[src/hdl/ffba_pkg.sv]
// ffba_pkg: shared types and constants for the first-fit block allocator
// used by ffba_span_ram and first_fit_block_allocator; no dependencies
`timescale 1ns / 1ps

package ffba_pkg;

    localparam int ADDR_BITS  = 24;
    localparam int LIMIT_BITS = 25;
    localparam logic [LIMIT_BITS-1:0] LIMIT_MAX = 25'h100_0000;

    // request codes
    localparam logic [1:0] MODE_ALLOC  = 2'd0;
    localparam logic [1:0] MODE_FREE   = 2'd1;
    localparam logic [1:0] MODE_RESIZE = 2'd2;

    // result codes
    localparam logic [1:0] ST_OK         = 2'd0;
    localparam logic [1:0] ST_ARENA_FULL = 2'd1;
    localparam logic [1:0] ST_NOT_ALLOC  = 2'd2;
    localparam logic [1:0] ST_TABLE_FULL = 2'd3;

    typedef struct packed {
        logic [1:0]           mode;
        logic [ADDR_BITS-1:0] request_size;
        logic [ADDR_BITS-1:0] block_address;
    } t_in;

    typedef struct packed {
        logic [ADDR_BITS-1:0] granted_address;
        logic [ADDR_BITS-1:0] block_bytes;
        logic [1:0]           status;
    } t_out;

    // one table or hole entry
    typedef struct packed {
        logic [ADDR_BITS-1:0] addr;
        logic [ADDR_BITS-1:0] size;
    } t_span;

    typedef enum logic [3:0] {
        S_IDLE,
        S_FREE_RD,
        S_FREE_CMP,
        S_HOLE_WR,
        S_LSH_RD,
        S_LSH_WR,
        S_ALLOC_START,
        S_HOLE_RD,
        S_HOLE_CMP,
        S_HSH_RD,
        S_HSH_WR,
        S_LIVE_WR,
        S_DONE
    } t_state;

endpackage

[src/hdl/ffba_span_ram.sv]
// ffba_span_ram: single write port, single registered read port span memory
// depends on ffba_pkg for the t_span entry type
`timescale 1ns / 1ps

module ffba_span_ram #(
    parameter int DEPTH = 64
) (
    input  logic                       i_clk,
    input  logic                       i_we,
    input  logic [$clog2(DEPTH)-1:0]   i_waddr,
    input  ffba_pkg::t_span            i_wdata,
    input  logic [$clog2(DEPTH)-1:0]   i_raddr,
    output ffba_pkg::t_span            o_rdata
);
    import ffba_pkg::*;

    t_span r_mem [DEPTH];

    // write port
    always_ff @(posedge i_clk) begin
        if (i_we) begin
            r_mem[i_waddr] <= i_wdata;
        end
    end

    // registered read port
    always_ff @(posedge i_clk) begin
        o_rdata <= r_mem[i_raddr];
    end

endmodule

[config.mk]
export PLATFORM = sky130hd
export DESIGN_NAME = ffba_span_ram
export DESIGN_NICKNAME = d
export VERILOG_FILES = /design/src/hdl/ffba_pkg.sv /design/src/hdl/ffba_span_ram.sv
export SDC_FILE = /design/constraint.sdc
export NUM_CORES = 2
export LEC_CHECK = 0
export BUFFER_PORTS_ARGS = -buffer_cell sky130_fd_sc_hd__buf_2
export CAP_MARGIN = 40
export CORE_UTILIZATION = 60
export DETAILED_ROUTE_END_ITERATION = 12
export PLACE_DENSITY = 0.76
export SLEW_MARGIN = 10
export SYNTH_ARGS = -nofsm -noshare
export SYNTH_HDL_FRONTEND = slang
export SYNTH_SLANG_ARGS = --single-unit
export TNS_END_PERCENT = 50
[constraint.sdc]
create_clock -name i_clk -period 5.6 [get_ports i_clk]
set_clock_uncertainty 0.05 [all_clocks]
set_input_delay 0.56 -clock i_clk [delete_from_list [all_inputs] [get_ports i_clk]]
set_output_delay 0.56 -clock i_clk [all_outputs]
set_load 0.01 [all_outputs]
Yosys cells after proc, flatten, opt, wreduce, memory -nomap -nowiden
Memory sizes are Yosys's and may differ from the RTL's. A register that Yosys moved wholly into a read port is not among the register bits.
Cells that the tools add are included.
W data, S select, Z words.

storage, ports and cells
  RAM bits = 3072
  bits in read-only memories = 0
  latch bits = 0
  memories = 1
  register bits = 0
  output and inout bits = 48
  input bits = 62

memory list
  name   words  bits a word  rd ports  clocked after memory_dff  wr ports  RTL line             source
  r_mem  64     48           1         1                         1         ffba_span_ram.sv:17  t_span r_mem [DEPTH];

cells by class
  $mul = 0
  $lt $le $gt $ge = 0
  bitwise logic cells = 0
  multiplexer cells = 2
  equal/unequal tests = 0
  shifts and indexed selects = 0
  divide/modulo/power cells = 0
  add/subtract/negate cells = 0
  reductions and logical operators = 0

operators with widths
  kind     number
  $mux W1  2

Logic depth before layout (Yosys ltp)
  depth in word-level cells = 2
  depth in mapped cells = 9

Worst setup path after synthesis
OpenSTA, ideal clock, no wires.

  kind = input to register
  start point = in i_waddr[3]
  end point = mem r_mem[48][0] (netlist bit), enable pin
  arrival time = 4.332 ns
  setup time = 0.513 ns
  stages on the path = 4
  slack = 0.705 ns
  required time = 5.037 ns
  cells stage by stage = clkbuf_1 -> nor2b_1 -> nand4b_1 -> nor3_1

RTL lines
  element             RTL line             source
  start: declaration  ffba_span_ram.sv:10  input logic [$clog2(DEPTH)-1:0] i_waddr,
  end: declaration    ffba_span_ram.sv:17

No word-level cell before the write port.

==> flow_summary_export.csv <==
group,metric,value,unit
cts,numCtsBuffers,307,
global_route,antenna_found_initial,13,
setup_path,start_kind,"primary input",
yosys,synth_cells,4970,
cts,cts_setup_buffers,0,
sta,setup_viol,0,
floorplanning,io_pins,110,
cells_and_area,area_delta_synth_final,13.8,%
cts,cts_tree,"built",
cts,h-tree-depth,5,
placed_design,hpwl,175000,um
cts,cts-root-buf,"clkbuf_16",
route,via_per_inst,7.28,
cts,cts.sinks,3120,
yosys,synth_area_leader_cell,"edfxtp_1",
route,antenna_left,0,
cells_and_area,final_cell_mix,"edfxtp_1, mux4_2, clkbuf_16",
cts,postCtsHoldBufs,18,
power,peakVddDrop,382,uV
route,drc,0,
cells_and_area,drive_gt1_share,29.1,%
placed_design,io_buffers,109,
cts,clk_pin_slew_worst_paths,60,ps
global_route,grtUsageTotal,32.4,%
yosys,yosys-top-cells-area,"edfxtp_1, mux4_2, dfxtp_1, o22ai_1, a221oi_1",
placed_design,place_congestion,0.844,
sta,drv_slew,0,
global_route,grt_max_degree,102,
yosys,synth-seq-cells,3120,
outcome,outcome,"completed",
cts,clock_latency,940,ps
cts,clk_path_buf_depth,4,
floorplanning,die_w,444,um
setup_path,critical_path.startpoint,"i_raddr[2]",
sta,period_needed,2950,ps
power,cellLeakagePower,0.0417,uW
yosys,yosysTopAreaCellShare,78.8,%
cells_and_area,final_core_util,69.0,%
yosys,synth.net_count,5032,
global_route,grt_overflow_total,0,
setup_path,worst_ep_required_time,6330,ps
yosys,synth_area,0.117,mm^2
sta,hold_violations,0,
sta,tightest_slew,1200,ps
setup_path,cp-end-kind,"flop",
route,drt-total-wl,319000,um
sta,post-route-period-util,52.7,%
cells_and_area,layout_commonest_cell,"edfxtp_1",
cells_and_area,n_fill_cell,10800,
floorplanning,die_h,444,um
yosys,yosysUniqueCellTypes,36,
sta,finalSetupTns,0,ps
yosys,ys_seq_area_share,79.6,%
global_route,grt_pass1_wl,443000,um
route,drt_iter0_markers,10100,
route,firstDrtPassIters,6,
floorplanning,core-area,0.193,mm^2
setup_path,cp.arrival,3680,ps
power,power.density,360,mW/mm^2
run,cap_violations,0,
floorplanning,start_util,60.6,%
hold_path,hold_start,"i_wdata[34]",
sta,fmaxAchievable,339,MHz
cells_and_area,final_nets,5462,
power,p_total,48000,uW
floorplanning,dieArea,0.197,mm^2
sta,rsz0062_at_grt,"false",
route,wl_per_cell,39.1,um
yosys,yosys_warnings,0,
cts,post_cts_resized,0,
global_route,grt_pass1_vias,59400,
setup_path,path_class,"in -> reg",
hold_path,hp-class,"in -> reg",
floorplanning,rows,161,
sta,relSlewSlack,19.9,%
yosys,synth.avg_cell_area,23.6,um^2
setup_path,r2r-start,"r_mem[11][6]$_DFFE_PP_",
setup_path,critPathMaxFanout,48,
route,dr_total_vias,59400,
path summary, 6_finish.rpt:
path / endpoint / cells past startpoint / slack (ps)
worst min register to register: o_rdata[20]$_DFF_P_ / 4 / 780
worst max-delay path: o_rdata[0]$_DFF_P_ / 8 / 2650
worst max register to register: o_rdata[6]$_DFF_P_ / 4 / 3220
worst min-delay path: r_mem[49][34]$_DFFE_PP_ / 1 / 50
area by class of cell:
type | instances | area [um^2] | share of cell area (%)
Sequential cell | 3120 | 93200 | 69.9
Multi-Input combinational cell | 1568 | 22900 | 17.2
Clock buffer | 420 | 8410 | 6.31
Timing Repair Buffer | 403 | 4590 | 3.45
Tap cell | 2526 | 3160 | 2.37
Clock inverter | 107 | 922 | 0.692
Antenna cell | 9 | 22.5 | 0.0169
state kept, by name (all words and copies together), names as in the netlist:
name and flops:
o_rdata 48, r_mem 3072
routing by layer:
layer	track usage [%]	up-vias	share of wire, %
li1	-	22300	-
met1	42.9	31000	34
met2	50.8	5125	48
met3	7.19	934	12
met4	18.1	10	6.3
met5	0	-	0.022
per-stage QoR:
step / hold slack [ps] / std cells / setup WS (ps) / area (um^2)
floorplan: 609 / 4970 / 705 / 117000
global placement: 697 / 7506 / 1730 / 122000
detailed placement: 726 / 7585 / 1820 / 123000
CTS: 3.80 / 8130 / 2670 / 133000
global route: 22.3 / 8148 / 2700 / 133000
finish: 52.0 / 8153 / 2650 / 133000
synthesized netlist by cell type, drive strengths merged:
master and number:
nand4 2, nor3 3, nand3 7, a221oi 83, edfxtp 3072, a311oi 11, a311o 1, nand4b 1
a21oi 74, clkbuf 99, or3 3, a211oi 32, mux2 12, and3 1, o22ai 122, or2 3
nand2 55, o221ai 28, nand2b 10, nor2b 24, and2 3, a31o 5, mux2i 63, nand3b 5
dfxtp 48, a22o 57, buf 183, mux4 754, a31oi 1, nor2 132, a22oi 72, or3b 4
power breakdown:
| group | internal [uW] | switching (uW) | total (uW) | leakage [uW] |
|---|---|---|---|---|
| Clock | 11200 | 8360 | 19600 | 0.00458 |
| Sequential | 25800 | 132 | 26000 | 0.0280 |
| Combinational | 912 | 1530 | 2440 | 0.00907 |
| Total | 38000 | 10000 | 48000 | 0.0417 |
worst max-delay path, stage by stage:
cell and delay (ps):
buf_8 280, buf_4 590, buf_4 730, mux4_2 420, mux2i_1 170, a211oi_1 130, a21oi_1 600, nor2_1 110
kinds of logic after synthesis:
group                  synth area share (%)
AOI/OAI and AO/OA                      3.02
and+or+nand+nor                       0.957
buffers and inverters                  1.28
muxes                                  15.2
DFF                                    79.6
Power figures use the tool's default switching activity.
